`config.mk`:
```
export PLATFORM = sky130hd
export DESIGN_NAME = matrix_display_scroller
export DESIGN_NICKNAME = d
export VERILOG_FILES = /design/src/hw/rtl/mds_pkg.sv /design/src/hw/rtl/mds_ram.sv /design/src/hw/rtl/mds_ctrl.sv /design/src/hw/rtl/mds_dp.sv /design/src/hw/rtl/matrix_display_scroller.sv
export SDC_FILE = /design/constraint.sdc
export NUM_CORES = 1
export LEC_CHECK = 0
export BUFFER_PORTS_ARGS = -buffer_cell sky130_fd_sc_hd__buf_4
export CORE_MARGIN = 5
export CORE_UTILIZATION = 50
export DETAILED_ROUTE_END_ITERATION = 7
export PLACE_DENSITY_LB_ADDON = 0.25
export REMOVE_ABC_BUFFERS = 1
export SLEW_MARGIN = 20
export SYNTH_ARGS = -nofsm -noshare
export SYNTH_HDL_FRONTEND = slang
export SYNTH_SLANG_ARGS = --single-unit
export TNS_END_PERCENT = 100
```
`constraint.sdc`:
```
create_clock -name clk -period 12.7 [get_ports clk]
set_input_delay 0 -clock clk [delete_from_list [all_inputs] [get_ports clk]]
set_output_delay 0 -clock clk [all_outputs]
set_load 0.01 [all_outputs]
```
`src/hw/rtl/mds_pkg.sv`:
```
package mds_pkg;

    // item modes
    localparam logic [1:0] MODE_LOAD  = 2'd0;
    localparam logic [1:0] MODE_START = 2'd1;
    localparam logic [1:0] MODE_TICK  = 2'd2;
    localparam logic [1:0] MODE_READ  = 2'd3;

    // scroll directions; codes 5..7 are undefined
    localparam logic [2:0] DIR_OFF   = 3'd0;
    localparam logic [2:0] DIR_LEFT  = 3'd1;
    localparam logic [2:0] DIR_RIGHT = 3'd2;
    localparam logic [2:0] DIR_UP    = 3'd3;
    localparam logic [2:0] DIR_DOWN  = 3'd4;

    // config register indexes
    localparam logic [1:0] CFG_ROWS = 2'd0;
    localparam logic [1:0] CFG_COLS = 2'd1;
    localparam logic [1:0] CFG_DIR  = 2'd2;

    typedef enum logic [3:0] {
        ST_IDLE,
        ST_LOAD,
        ST_START,
        ST_TICK,
        ST_READ,
        ST_READ_WAIT,
        ST_SWEEP,
        ST_DRAIN,
        ST_DONE
    } state_t;

    // where a screen write takes its pixel from
    typedef enum logic [1:0] {
        SRC_ZERO,
        SRC_SCREEN,
        SRC_IMAGE
    } src_t;

    typedef struct packed {
        logic capture;
        logic load_wr;
        logic rd_issue;
        logic rd_capture;
        logic start_set;
        logic sweep_init;
        logic sweep_step;
        logic tick_commit;
        logic result_load;
    } dp_cmd_t;

    typedef struct packed {
        logic start_copy;
        logic tick_go;
        logic sweep_last;
        logic out_busy;
    } dp_stat_t;

endpackage

```
`src/hw/rtl/mds_ram.sv`:
```
module mds_ram #(
    parameter int WIDTH = 8,
    parameter int DEPTH = 64,
    parameter int AW    = (DEPTH > 1) ? $clog2(DEPTH) : 1
) (
    input  logic             clk,
    input  logic             we,
    input  logic [AW-1:0]    waddr,
    input  logic [WIDTH-1:0] wdata,
    input  logic [AW-1:0]    raddr,
    output logic [WIDTH-1:0] rdata
);

    logic [WIDTH-1:0] mem [DEPTH];
    logic [WIDTH-1:0] rdata_reg;

    always_ff @(posedge clk)
    begin
        if (we)
        begin
            mem[waddr] <= wdata;
        end
        rdata_reg <= mem[raddr];
    end

    assign rdata = rdata_reg;

endmodule

```
`src/hw/rtl/mds_ctrl.sv`:
```
module mds_ctrl
    import mds_pkg::*;
(
    input  logic       clk,
    input  logic       rst_n,
    input  logic       in_valid,
    input  logic [1:0] mode,
    output logic       in_stall,
    output dp_cmd_t    cmd,
    input  dp_stat_t   stat
);

    state_t state_reg;
    state_t state_next;

    always_ff @(posedge clk or negedge rst_n)
    begin
        if (!rst_n)
        begin
            state_reg <= ST_IDLE;
        end
        else
        begin
            state_reg <= state_next;
        end
    end

    always_comb
    begin
        state_next = state_reg;
        cmd        = '0;
        in_stall   = 1'b1;
        unique case (state_reg)
            ST_IDLE:
            begin
                in_stall = 1'b0;
                if (in_valid)
                begin
                    cmd.capture = 1'b1;
                    unique case (mode)
                        MODE_LOAD:  state_next = ST_LOAD;
                        MODE_START: state_next = ST_START;
                        MODE_TICK:  state_next = ST_TICK;
                        default:    state_next = ST_READ;
                    endcase
                end
            end
            ST_LOAD:
            begin
                cmd.load_wr = 1'b1;
                state_next  = ST_DONE;
            end
            ST_READ:
            begin
                cmd.rd_issue = 1'b1;
                state_next   = ST_READ_WAIT;
            end
            ST_READ_WAIT:
            begin
                cmd.rd_capture = 1'b1;
                state_next     = ST_DONE;
            end
            ST_START:
            begin
                cmd.start_set = 1'b1;
                if (stat.start_copy)
                begin
                    cmd.sweep_init = 1'b1;
                    state_next     = ST_SWEEP;
                end
                else
                begin
                    state_next = ST_DONE;
                end
            end
            ST_TICK:
            begin
                if (stat.tick_go)
                begin
                    cmd.sweep_init = 1'b1;
                    state_next     = ST_SWEEP;
                end
                else
                begin
                    state_next = ST_DONE;
                end
            end
            ST_SWEEP:
            begin
                cmd.sweep_step = 1'b1;
                if (stat.sweep_last)
                begin
                    state_next = ST_DRAIN;
                end
            end
            ST_DRAIN:
            begin
                // last pending write lands this cycle
                cmd.tick_commit = 1'b1;
                state_next      = ST_DONE;
            end
            ST_DONE:
            begin
                if (!stat.out_busy)
                begin
                    cmd.result_load = 1'b1;
                    state_next      = ST_IDLE;
                end
            end
            default:
            begin
                state_next = ST_IDLE;
            end
        endcase
    end

endmodule

```
`src/hw/rtl/mds_dp.sv`:
```
module mds_dp
    import mds_pkg::*;
#(
    parameter int MAX_ROWS = 8,
    parameter int MAX_COLS = 8
) (
    input  logic       clk,
    input  logic       rst_n,
    input  dp_cmd_t    cmd,
    output dp_stat_t   stat,
    input  logic [1:0] mode,
    input  logic [5:0] pixel_address,
    input  logic [7:0] pixel_value,
    input  logic       cfg_valid,
    input  logic [1:0] cfg_index,
    input  logic [3:0] cfg_data,
    input  logic       out_stall,
    output logic       out_valid,
    output logic       no_line_entered,
    output logic [7:0] screen_pixel,
    output logic [3:0] speed_scale
);

    localparam int DEPTH = MAX_ROWS * MAX_COLS;
    localparam int AW    = (DEPTH > 1) ? $clog2(DEPTH) : 1;
    localparam int RW    = (MAX_ROWS > 1) ? $clog2(MAX_ROWS) : 1;
    localparam int CW    = (MAX_COLS > 1) ? $clog2(MAX_COLS) : 1;
    localparam int MAXD  = (MAX_ROWS > MAX_COLS) ? MAX_ROWS : MAX_COLS;
    localparam int LW    = $clog2(MAXD + 1);

    // config
    logic [3:0] num_rows_reg;
    logic [3:0] num_cols_reg;
    logic [2:0] direction_reg;

    // block state
    logic          running_reg;
    logic [LW-1:0] line_index_reg;
    logic [DEPTH-1:0] valid_reg;

    // captured item
    logic [1:0] mode_cap_reg;
    logic [5:0] addr_cap_reg;
    logic [7:0] value_cap_reg;

    // sweep
    logic [RW-1:0] row_reg;
    logic [CW-1:0] col_reg;
    logic [AW-1:0] base_reg;
    logic [CW-1:0] loff_reg;
    logic [AW-1:0] lbase_reg;
    logic          asc_reg;
    logic          copy_reg;
    logic          take_reg;

    // write stage
    logic          wr_pend_reg;
    logic [AW-1:0] wr_addr_reg;
    src_t          wr_src_reg;
    logic          vq_reg;

    // result
    logic       none_reg;
    logic [7:0] pix_reg;
    logic       out_valid_reg;
    logic       out_none_reg;
    logic [7:0] out_pix_reg;
    logic [3:0] out_scale_reg;

    logic [4:0]    rows_c;
    logic [4:0]    cols_c;
    logic [RW-1:0] rows_m1;
    logic [CW-1:0] cols_m1;
    logic          horiz;
    logic          vert;
    logic          addr_ok;
    logic [AW-1:0] cap_addr;
    logic          copy_w;
    logic          asc_w;
    logic          take_w;
    logic [RW-1:0] lsel_w;
    logic [CW-1:0] loff_w;
    logic [RW+4:0] base_top_w;
    logic [RW+4:0] lbase_w;
    logic [AW-1:0] pos;
    logic          edge_w;
    logic [AW-1:0] img_raddr;
    logic [AW-1:0] scr_src;
    logic [AW-1:0] scr_raddr;
    src_t          src_w;
    logic          last_w;
    logic [7:0]    scr_q;
    logic [7:0]    img_q;
    logic [7:0]    scr_wdata;
    logic [3:0]    scale_w;

    // dimensions: zero acts as one, above the maximum acts as the maximum
    always_comb
    begin
        if (num_rows_reg == 4'd0)
            rows_c = 5'd1;
        else if ({1'b0, num_rows_reg} > 5'(MAX_ROWS))
            rows_c = 5'(MAX_ROWS);
        else
            rows_c = {1'b0, num_rows_reg};
        if (num_cols_reg == 4'd0)
            cols_c = 5'd1;
        else if ({1'b0, num_cols_reg} > 5'(MAX_COLS))
            cols_c = 5'(MAX_COLS);
        else
            cols_c = {1'b0, num_cols_reg};
    end

    assign rows_m1 = RW'(rows_c - 5'd1);
    assign cols_m1 = CW'(cols_c - 5'd1);
    assign horiz   = (direction_reg == DIR_LEFT) || (direction_reg == DIR_RIGHT);
    assign vert    = (direction_reg == DIR_UP) || (direction_reg == DIR_DOWN);
    assign addr_ok = ({3'b000, addr_cap_reg} < 9'(DEPTH));
    assign cap_addr = AW'(addr_cap_reg);

    // sweep setup
    assign copy_w = (mode_cap_reg == MODE_START);
    assign asc_w  = copy_w || (direction_reg == DIR_LEFT) || (direction_reg == DIR_UP);
    assign take_w = horiz ? (32'(line_index_reg) < 32'(cols_c))
                          : (32'(line_index_reg) < 32'(rows_c));
    assign loff_w = (direction_reg == DIR_LEFT) ? CW'(line_index_reg)
                  : CW'(32'(cols_m1) - 32'(line_index_reg));
    assign lsel_w = (direction_reg == DIR_UP) ? RW'(line_index_reg)
                  : RW'(32'(rows_m1) - 32'(line_index_reg));
    assign base_top_w = {5'b00000, rows_m1} * {{RW{1'b0}}, cols_c};
    assign lbase_w    = {5'b00000, lsel_w} * {{RW{1'b0}}, cols_c};

    // per-pixel source selection
    assign pos = base_reg + AW'(col_reg);

    always_comb
    begin
        edge_w  = 1'b0;
        scr_src = pos;
        case (direction_reg)
            DIR_LEFT:
            begin
                edge_w  = (col_reg == cols_m1);
                scr_src = pos + AW'(1);
            end
            DIR_RIGHT:
            begin
                edge_w  = (col_reg == '0);
                scr_src = pos - AW'(1);
            end
            DIR_UP:
            begin
                edge_w  = (row_reg == rows_m1);
                scr_src = AW'(32'(pos) + 32'(cols_c));
            end
            DIR_DOWN:
            begin
                edge_w  = (row_reg == '0);
                scr_src = AW'(32'(pos) - 32'(cols_c));
            end
            default:
            begin
                edge_w  = 1'b0;
                scr_src = pos;
            end
        endcase

        if (copy_reg)
            src_w = SRC_IMAGE;
        else if (edge_w)
            src_w = take_reg ? SRC_IMAGE : SRC_ZERO;
        else
            src_w = SRC_SCREEN;

        if (copy_reg)
            img_raddr = pos;
        else if (horiz)
            img_raddr = base_reg + AW'(loff_reg);
        else
            img_raddr = lbase_reg + AW'(col_reg);
    end

    assign scr_raddr = cmd.rd_issue ? cap_addr : scr_src;
    assign last_w = asc_reg ? ((row_reg == rows_m1) && (col_reg == cols_m1))
                            : ((row_reg == '0) && (col_reg == '0));

    always_comb
    begin
        case (wr_src_reg)
            SRC_IMAGE:  scr_wdata = img_q;
            SRC_SCREEN: scr_wdata = vq_reg ? scr_q : 8'd0;
            default:    scr_wdata = 8'd0;
        endcase
    end

    always_comb
    begin
        case (direction_reg) inside
            DIR_OFF:             scale_w = 4'd1;
            DIR_LEFT, DIR_RIGHT: scale_w = 4'(cols_c + 5'd1);
            DIR_UP, DIR_DOWN:    scale_w = 4'(rows_c + 5'd1);
            default:             scale_w = 4'd0;
        endcase
    end

    mds_ram #(
        .WIDTH (8),
        .DEPTH (DEPTH),
        .AW    (AW)
    ) u_screen (
        .clk   (clk),
        .we    (wr_pend_reg),
        .waddr (wr_addr_reg),
        .wdata (scr_wdata),
        .raddr (scr_raddr),
        .rdata (scr_q)
    );

    mds_ram #(
        .WIDTH (8),
        .DEPTH (DEPTH),
        .AW    (AW)
    ) u_image (
        .clk   (clk),
        .we    (cmd.load_wr && addr_ok),
        .waddr (cap_addr),
        .wdata (value_cap_reg),
        .raddr (img_raddr),
        .rdata (img_q)
    );

    // control state
    always_ff @(posedge clk or negedge rst_n)
    begin
        if (!rst_n)
        begin
            num_rows_reg   <= 4'd8;
            num_cols_reg   <= 4'd8;
            direction_reg  <= DIR_OFF;
            running_reg    <= 1'b0;
            line_index_reg <= '0;
            valid_reg      <= '0;
            wr_pend_reg    <= 1'b0;
            vq_reg         <= 1'b0;
            out_valid_reg  <= 1'b0;
        end
        else
        begin
            if (cfg_valid)
            begin
                unique case (cfg_index)
                    CFG_ROWS: num_rows_reg  <= cfg_data;
                    CFG_COLS: num_cols_reg  <= cfg_data;
                    CFG_DIR:  direction_reg <= cfg_data[2:0];
                    default:  ;
                endcase
            end
            if (cmd.start_set)
            begin
                running_reg    <= 1'b1;
                line_index_reg <= '0;
            end
            if (cmd.tick_commit && (mode_cap_reg == MODE_TICK) && take_reg)
            begin
                line_index_reg <= LW'(line_index_reg + 1'b1);
            end
            if (wr_pend_reg)
            begin
                valid_reg[wr_addr_reg] <= 1'b1;
            end
            wr_pend_reg <= cmd.sweep_step;
            vq_reg      <= valid_reg[scr_raddr];
            if (cmd.result_load)
                out_valid_reg <= 1'b1;
            else if (!out_stall)
                out_valid_reg <= 1'b0;
        end
    end

    // payload
    always_ff @(posedge clk)
    begin
        if (cmd.capture)
        begin
            mode_cap_reg  <= mode;
            addr_cap_reg  <= pixel_address;
            value_cap_reg <= pixel_value;
            none_reg      <= 1'b1;
            pix_reg       <= 8'd0;
        end
        if (cmd.rd_capture)
        begin
            pix_reg <= (addr_ok && vq_reg) ? scr_q : 8'd0;
        end
        if (cmd.tick_commit && (mode_cap_reg == MODE_TICK) && take_reg)
        begin
            none_reg <= 1'b0;
        end
        if (cmd.sweep_init)
        begin
            copy_reg  <= copy_w;
            asc_reg   <= asc_w;
            take_reg  <= take_w;
            loff_reg  <= loff_w;
            lbase_reg <= AW'(lbase_w);
            row_reg   <= asc_w ? '0 : rows_m1;
            col_reg   <= asc_w ? '0 : cols_m1;
            base_reg  <= asc_w ? '0 : AW'(base_top_w);
        end
        else if (cmd.sweep_step)
        begin
            if (asc_reg)
            begin
                if (col_reg == cols_m1)
                begin
                    col_reg  <= '0;
                    row_reg  <= RW'(row_reg + 1'b1);
                    base_reg <= AW'(32'(base_reg) + 32'(cols_c));
                end
                else
                begin
                    col_reg <= CW'(col_reg + 1'b1);
                end
            end
            else
            begin
                if (col_reg == '0)
                begin
                    col_reg  <= cols_m1;
                    row_reg  <= RW'(row_reg - 1'b1);
                    base_reg <= AW'(32'(base_reg) - 32'(cols_c));
                end
                else
                begin
                    col_reg <= CW'(col_reg - 1'b1);
                end
            end
        end
        wr_addr_reg <= pos;
        wr_src_reg  <= src_w;
        if (cmd.result_load)
        begin
            out_none_reg  <= none_reg;
            out_pix_reg   <= pix_reg;
            out_scale_reg <= scale_w;
        end
    end

    assign stat.start_copy = (direction_reg == DIR_OFF);
    assign stat.tick_go    = running_reg && (horiz || vert);
    assign stat.sweep_last = last_w;
    assign stat.out_busy   = out_valid_reg && out_stall;

    assign out_valid       = out_valid_reg;
    assign no_line_entered = out_none_reg;
    assign screen_pixel    = out_pix_reg;
    assign speed_scale     = out_scale_reg;

endmodule

```
`src/hw/rtl/matrix_display_scroller.sv`:
```
// Channel  Handshake              Payload
// -------  ---------------------  ----------------------------------------------
// in       in_valid / in_stall    mode, pixel_address, pixel_value
// out      out_valid / out_stall  no_line_entered, screen_pixel, speed_scale
// cfg      cfg_valid / cfg_ready  cfg_index, cfg_data (rows, cols, direction)
//
// One item at a time. Load, start without copy and idle ticks go on to DONE;
// a read goes via READ_WAIT; a start copy or moving tick sweeps rows*cols pixels.
// The sweep is set by the screen RAM's single write port: one pixel a cycle.
// Reset clears control state and the screen valid bits; no clearing pass.
// A finished result waits in the output register while out_stall is high;
// the next item is taken meanwhile and holds in its last state until free.
module matrix_display_scroller
    import mds_pkg::*;
#(
    parameter int MAX_ROWS = 8,
    parameter int MAX_COLS = 8
) (
    input  logic       clk,
    input  logic       rst_n,

    input  logic       in_valid,
    output logic       in_stall,
    input  logic [1:0] mode,
    input  logic [5:0] pixel_address,
    input  logic [7:0] pixel_value,

    output logic       out_valid,
    input  logic       out_stall,
    output logic       no_line_entered,
    output logic [7:0] screen_pixel,
    output logic [3:0] speed_scale,

    input  logic       cfg_valid,
    output logic       cfg_ready,
    input  logic [1:0] cfg_index,
    input  logic [3:0] cfg_data
);

    dp_cmd_t  cmd;
    dp_stat_t stat;

    // config writes land whenever offered
    assign cfg_ready = 1'b1;

    // sequencer: one state per step of an item, sweep loops one pixel a cycle
    mds_ctrl u_ctrl (
        .clk      (clk),
        .rst_n    (rst_n),
        .in_valid (in_valid),
        .mode     (mode),
        .in_stall (in_stall),
        .cmd      (cmd),
        .stat     (stat)
    );

    // stores, sweep counters, config and output register
    mds_dp #(
        .MAX_ROWS (MAX_ROWS),
        .MAX_COLS (MAX_COLS)
    ) u_dp (
        .clk             (clk),
        .rst_n           (rst_n),
        .cmd             (cmd),
        .stat            (stat),
        .mode            (mode),
        .pixel_address   (pixel_address),
        .pixel_value     (pixel_value),
        .cfg_valid       (cfg_valid && cfg_ready),
        .cfg_index       (cfg_index),
        .cfg_data        (cfg_data),
        .out_stall       (out_stall),
        .out_valid       (out_valid),
        .no_line_entered (no_line_entered),
        .screen_pixel    (screen_pixel),
        .speed_scale     (speed_scale)
    );

endmodule

```
Word level (Yosys, flattened, before mapping)
Memories as Yosys holds them, arrays and structs flattened. A register that Yosys moved wholly into a read port is not among the register bits.
Index checks and enable logic that the tools add are counted.
{"block": "classes", "order_cmp": 7, "n_bitwise": 1, "n_reduce_logical": 32, "addsub": 20, "n_div": 0, "n_eq_ne": 27, "n_shift": 0, "mul": 2, "n_mux": 72}
{"operator": "64-bit bitwise OR", "n": 1}
{"operator": "6-bit 2-to-1 mux", "n": 9}
{"operator": "4-bit 2-to-1 mux", "n": 13}
{"operator": "3-bit 2-to-1 mux", "n": 14}
{"operator": "4-bit one-hot mux with 7 select lines", "n": 1}
{"operator": "8-bit 2-to-1 mux", "n": 3}
{"operator": "6-bit one-hot mux with 4 select lines", "n": 1}
{"operator": "1-bit 2-to-1 mux", "n": 23}
{"operator": "6-bit by 3-bit adder with 6-bit output", "n": 3}
{"operator": "4-bit by 3-bit equality test with 1-bit output, second input constant", "n": 4}
{"operator": "8-bit one-hot mux with 2 select lines", "n": 1}
{"operator": "6-bit by 7-bit less-than comparator with 1-bit output, second input constant", "n": 2}
{"operator": "4-bit by 1-bit adder with 4-bit output, second input constant", "n": 3}
{"operator": "6-bit by 4-bit adder with 6-bit output", "n": 2}
{"operator": "4-bit zero test", "n": 3}
{"operator": "3-bit by 4-bit multiplier with 6-bit output", "n": 2}
{"operator": "3-bit by 1-bit subtractor with 3-bit output, second input constant", "n": 4}
{"operator": "6-bit by 4-bit subtractor with 6-bit output", "n": 2}
{"operator": "3-bit zero test", "n": 3}
{"operator": "3-bit one-hot mux with 3 select lines", "n": 1}
{"operator": "2-bit by 1-bit equality test with 1-bit output, second input constant", "n": 4}
{"operator": "2-bit equality test, second input constant", "n": 4}
{"operator": "4-bit by 2-bit equality test with 1-bit output, second input constant", "n": 2}
{"operator": "4-bit greater-than comparator, second input constant", "n": 2}
{"operator": "other kinds (29)", "n": 54}
{"block": "totals", "ramBits": 1024, "mem_count": 2, "latch_bits": 0, "register_bits": 157, "rom_bits": 0, "wordCells": 191}
{"memory": "u_dp.u_image.mem", "depth": 64, "width": 8, "rd": 1, "rd_clocked_by_memory_dff": 1, "wr": 1, "line_no": "mds_ram.sv:14", "text": "logic [WIDTH-1:0] mem [DEPTH];"}
{"memory": "u_dp.u_screen.mem", "depth": 64, "width": 8, "rd": 1, "rd_clocked_by_memory_dff": 1, "wr": 1, "line_no": "mds_ram.sv:14"}

Longest topological paths before layout
{"block": "logic_depth", "depth_word": 9, "depth_mapped": 18, "ltp_nobuf": 17}

By module
A second synthesis with hierarchy kept.
{"block": "unflattened", "hier_cells": 2739, "area_unflattened_um2": 49409.9}
{"module": "mds_ram", "cells_each": 940, "n_inst": 2, "seq_area_each_um2": 15534.9, "area_each_um2": 20166.8}
{"module": "mds_dp", "cells_each": 804, "n_inst": 1, "seq_area_each_um2": 4091.4, "area_each_um2": 8627.0}
{"module": "mds_ctrl", "cells_each": 53, "n_inst": 1, "seq_area_each_um2": 100.1, "area_each_um2": 437.9}
{"module": "matrix_display_scroller", "cells_each": 2, "n_inst": 1, "seq_area_each_um2": 0.0, "area_each_um2": 11.3}

Worst setup path after synthesis
Ideal clock, no wire load.
{"block": "synth_timing", "path_type": "reg-to-reg", "startpoint": "reg u_dp.num_cols_reg[3]", "endpoint": "reg u_dp.u_screen.rdata_reg[6], in the netlist u_dp.u_screen.rdata[6] (read register of u_dp.u_screen.mem)", "path_stages_with_launch": 17, "path_slack_ps": 8482, "required_time_ps": 12554, "setup_ps": 146, "arrival_time_ps": 4072, "n_path_buf": 3, "path_cell_list": "dfstp_2 clkbuf_1 nor2_1 clkinv_1 ha_1 xnor2_1 o22ai_1 ha_1 and3b_1 or3_1 nand4_1 o211a_1 buf_2 buf_2 nor2_1 a2111oi_0 a221oi_2"}
{"block": "synth_between", "elab_chain_len": 6}
{"item": "start, declared", "line_no": "mds_dp.sv:33", "text": "logic [3:0] num_cols_reg;"}
{"item": "start signal, assigned", "line_no": "mds_dp.sv:253", "text": "CFG_COLS: num_cols_reg <= cfg_data;"}
{"item": "4-bit greater-than comparator", "line_no": "mds_dp.sv:108", "text": "else if ({1'b0, num_cols_reg} > 5'(MAX_COLS))"}
{"item": "4-bit 2-to-1 mux", "line_no": "mds_dp.sv:108"}
{"item": "4-bit 2-to-1 mux *", "line_no": "mds_dp.sv:106", "text": "if (num_cols_reg == 4'd0)"}
{"item": "6-bit by 4-bit subtractor with 6-bit output / 6-bit by 4-bit adder with 6-bit output (equally long branches)", "line_no": "mds_dp.sv:159, mds_dp.sv:154"}
{"item": "6-bit one-hot mux with 4 select lines *", "line_no": "mds_dp.sv:140", "text": "case (direction_reg)"}
{"item": "6-bit 2-to-1 mux *", "line_no": "mds_dp.sv:183", "text": "assign scr_raddr = cmd.rd_issue ? cap_addr : scr_src;"}
{"item": "end, declared", "line_no": "mds_ram.sv:15", "text": "logic [WIDTH-1:0] rdata_reg;"}
Mark *: on every way between the ends. The rest lies on a longest branch, timed or not.
A chain may end at the register's enable or synchronous reset.

Worst setup path in the final report
{"block": "layout_timing", "startpoint": "reg u_dp.num_cols_reg[2]", "endpoint": "reg u_dp.u_screen.rdata_reg[5], in the netlist u_dp.u_screen.rdata[5] (read register of u_dp.u_screen.mem)"}
Same word-level chain as after synthesis.

==> metrics.csv <==
stage,metric,value,unit
synthesis,Synth cell types,93,
sta,Tcrit/Tclk final,0.442,
placed_design,HPWL after detailed placement,73700,um
sta,Slew HR,0.221,
clocking,CTS resizes,0,
layout,Filler cells,7865,
worst_setup_path,cell mode on critical path,nor2_1,
synthesis,"top cells by area, synth","edfxtp_1 (65%), mux2i_1 (4.3%), dfrtp_1 (4.2%)",
floorplanning,Die X,327,um
routing,DRT Pass-1 Iters,6,
routing,Via density,6.06,
worst_setup_path,crit-path cells,"nor2_1, nor2_1, nor2_1, clkinv_1, ha_1, xnor2_1, o22ai_1, ha_1, and3b_1, o21ai_0, nand4_1, o211ai_1, buf_4, nand2_1, nor2_1, a22oi_1, o211ai_1",
worst_setup_path,CP bufs+invs,2,
clocking,H-tree levels,3,
global_route,antenna violations before repair,0,
sta,RSZ-0062 raised after global routing,no,
pwr,total power draw,12.0,mW
layout,"most common cell after layout, fill and taps aside",edfxtp_1,
sta,Final Setup Violations,0,
synthesis,sequential area share after synthesis,0.704,
sta,setup TNS,0,ps
layout,most frequent cells in the layout,"edfxtp_1 (1,085), nand2_1 (500), a21oi_1 (282)",
worst_setup_path,CP Class,reg2reg,
floorplanning,Core Footprint,0.0999,mm2
global_route,first-pass GRT wire length,186000,um
clocking,CTS tree,yes,
sta,Peak Freq,178,MHz
hold_path,HP Class,in2reg,
layout,layout cells sized above 1,0.120,
synthesis,Cells after Synth,3570,
floorplanning,Initial Util,0.502,
synthesis,Post-synth EDFFs,1085,
worst_setup_path,"Slowest-stage cell, CP",nor2_1,
layout,area occupied by multi-input gates,0.0137,mm2
layout,post-route insts no fill,5003,
routing,final wirelength,123000,um
placed_design,placed insts,4734,
clocking,maximum clock path buffer count,3,
clocking,Num CTS Buffers,117,
sta,max-slew violations,0,
clocking,clock root cell,clkbuf_16,
routing,# DRC,0,
routing,ANT nets after route,0,
routing,vias post-DR,30300,
synthesis,Synth Flop Type,edfxtp_1,
routing,1st-iter DRT viols,3421,
synthesis,Synth top area share,0.650,
floorplanning,DIE HEIGHT,327,um
clocking,clock latency on the worst-skew pair,730,ps
global_route,largest net degree at the start of global routing,214,
pwr,worst vdd rail ir drop,0.285,mV
layout,design area,0.0561,mm2
floorplanning,die area,0.107,mm2
synthesis,ys async rst share,0.0727,
sta,Final Hold Fails,0,
clocking,clk slew on worst S/H paths,60,ps
synthesis,"flops & latches, synth",1197,
global_route,overall routing resource usage,0.227,
clocking,Post-CTS Setup Repair Bufs,0,
synthesis,mapped cell area,0.0501,mm2
layout,P&R area growth vs syn,11.9,%
placed_design,RD Place Congestion,0.911,
sta,worst slew pin tran,1160,ps
clocking,clock sinks,1197,
worst_setup_path,Crit Path Max Fanout,33,
synthesis,Yosys warnings,0,
sta,Final WS setup,7090,ps
layout,nets@finish,3695,
worst_setup_path,CP Data Arrival Time,6240,ps
floorplanning,Rows,116,
placed_design,Placed Area,0.0515,mm2
layout,register area,0.0353,mm2
floorplanning,Ports,43,
placed_design,PortBufs,41,
global_route,total gr overflow,0,
global_route,vias in the first global route,29100,
synthesis,Synth Area per Inst,14.0,um2
pwr,Lkg Pwr,20.1,nW
sta,Final Critical Period,5610,ps
worst_setup_path,CP Capture Type,flop,
run,total of max-cap violations,0,
worst_setup_path,crit start category,flop,
routing,DR WL/cell,24.7,um
worst_setup_path,Max stage delay on crit path,580,ps
synthesis,Yosys top cell by area,edfxtp_1,
sta,worst hold slack,23.8,ps
worst_setup_path,Crit path required time,13330,ps
pwr,Pwr Density,214,mW/mm2
outcome,run status,"complete, no violations",
worst_setup_path,Crit path max-delay family,simple AND/OR/NAND/NOR gates,
layout,Final Util,0.562,
sta,Final Skew,39.3,ps
placed_design,pre-CTS WS,7140,ps
logic make-up (layout without fill, tap and decap cells):
group	count (synthesis)	count (layout)	share of synthesized area
AOI/OAI and AO/OA	700	700	0.0961
xor gates and xnor gates	40	40	0.00714
adders and majority gates	66	66	0.0186
buffers and inverters	266	400	0.0244
DFF	1197	1197	0.704
muxes	251	251	0.0547
other	1	2	0.0000748
and+or+nand+nor	1049	1049	0.0953
layout make-up:
class	instances	area share
diodes	1	0.0000446
clock buffers	162	0.0610
clock inverters	59	0.0123
inverters	45	0.00301
multi-input cells	2107	0.245
flip-flops and latches	1197	0.629
well taps	1298	0.0290
repair buffers	134	0.0210
worst paths after layout:
check | startpoint | slack, ps | cells after the start | end
max | u_dp.num_cols_reg[2] | 7090 | 17 | u_dp.u_screen.rdata[5]
min | pixel_address[2] | 20 | 2 | u_dp.addr_cap_reg[2]
max reg2reg | u_dp.num_cols_reg[2] | 7090 | 17 | u_dp.u_screen.rdata[5]
min reg2reg | u_dp.pix_reg[6] | 410 | 0 | u_dp.screen_pixel[6]
max in group asynchronous | rst_n | 11690 | 4 | u_dp.valid_reg[32]
min in group asynchronous | rst_n | 390 | 3 | u_dp.num_cols_reg[3]
synthesized netlist by cell type (6+ instances only):
master,instances
o21ai_0,20
a21oi_1,283
inv_1,41
edfxtp_1,1085
nand3_1,95
a221o_1,18
o211ai_1,15
nand3b_1,9
dfrtp_1,85
nor2b_1,16
buf_4,23
or2_2,68
nor4_1,27
a21o_1,29
ha_1,52
nand2b_1,17
a211oi_1,21
o2111ai_1,9
nor3b_1,6
a221oi_1,92
clkbuf_1,91
or3_1,25
a32o_1,9
xnor2_1,26
o31ai_1,24
nor2_1,201
mux2_2,21
fa_1,14
and3_1,36
buf_2,85
mux2i_1,213
a22oi_1,47
a22o_1,44
nor3_1,16
and2_1,8
dfxtp_1,25
o22ai_1,31
nand2_1,501
a32oi_1,9
mux4_2,16
a31o_2,8
xor2_1,13
buf_1,17
report_power, final:
part | internal, mW | switching (mW) | total, mW
clock network | 2.13 | 1.50 | 3.63
registers | 4.61 | 0.177 | 4.78
logic | 1.18 | 2.41 | 3.59
total | 7.91 | 4.09 | 12.0
repair_timing:
action / in CTS / in global routing
endpoints found under the hold margin: 96 / 0
hold buffers: 47 / 0
endpoints found under the setup margin: 0 / 0
metal layers:
| metal | vias to the layer above | track usage | routed length [um] |
|---|---|---|---|
| met1 | 15300 | 0.335 | 53700 |
| li1 | 13600 | - | - |
| met5 | - | 0 | 0 |
| met4 | 0 | 0.0617 | 3270 |
| met3 | 192 | 0.0428 | 9790 |
| met2 | 1245 | 0.351 | 56700 |
Note: power is estimated with default switching activity, not from simulation.
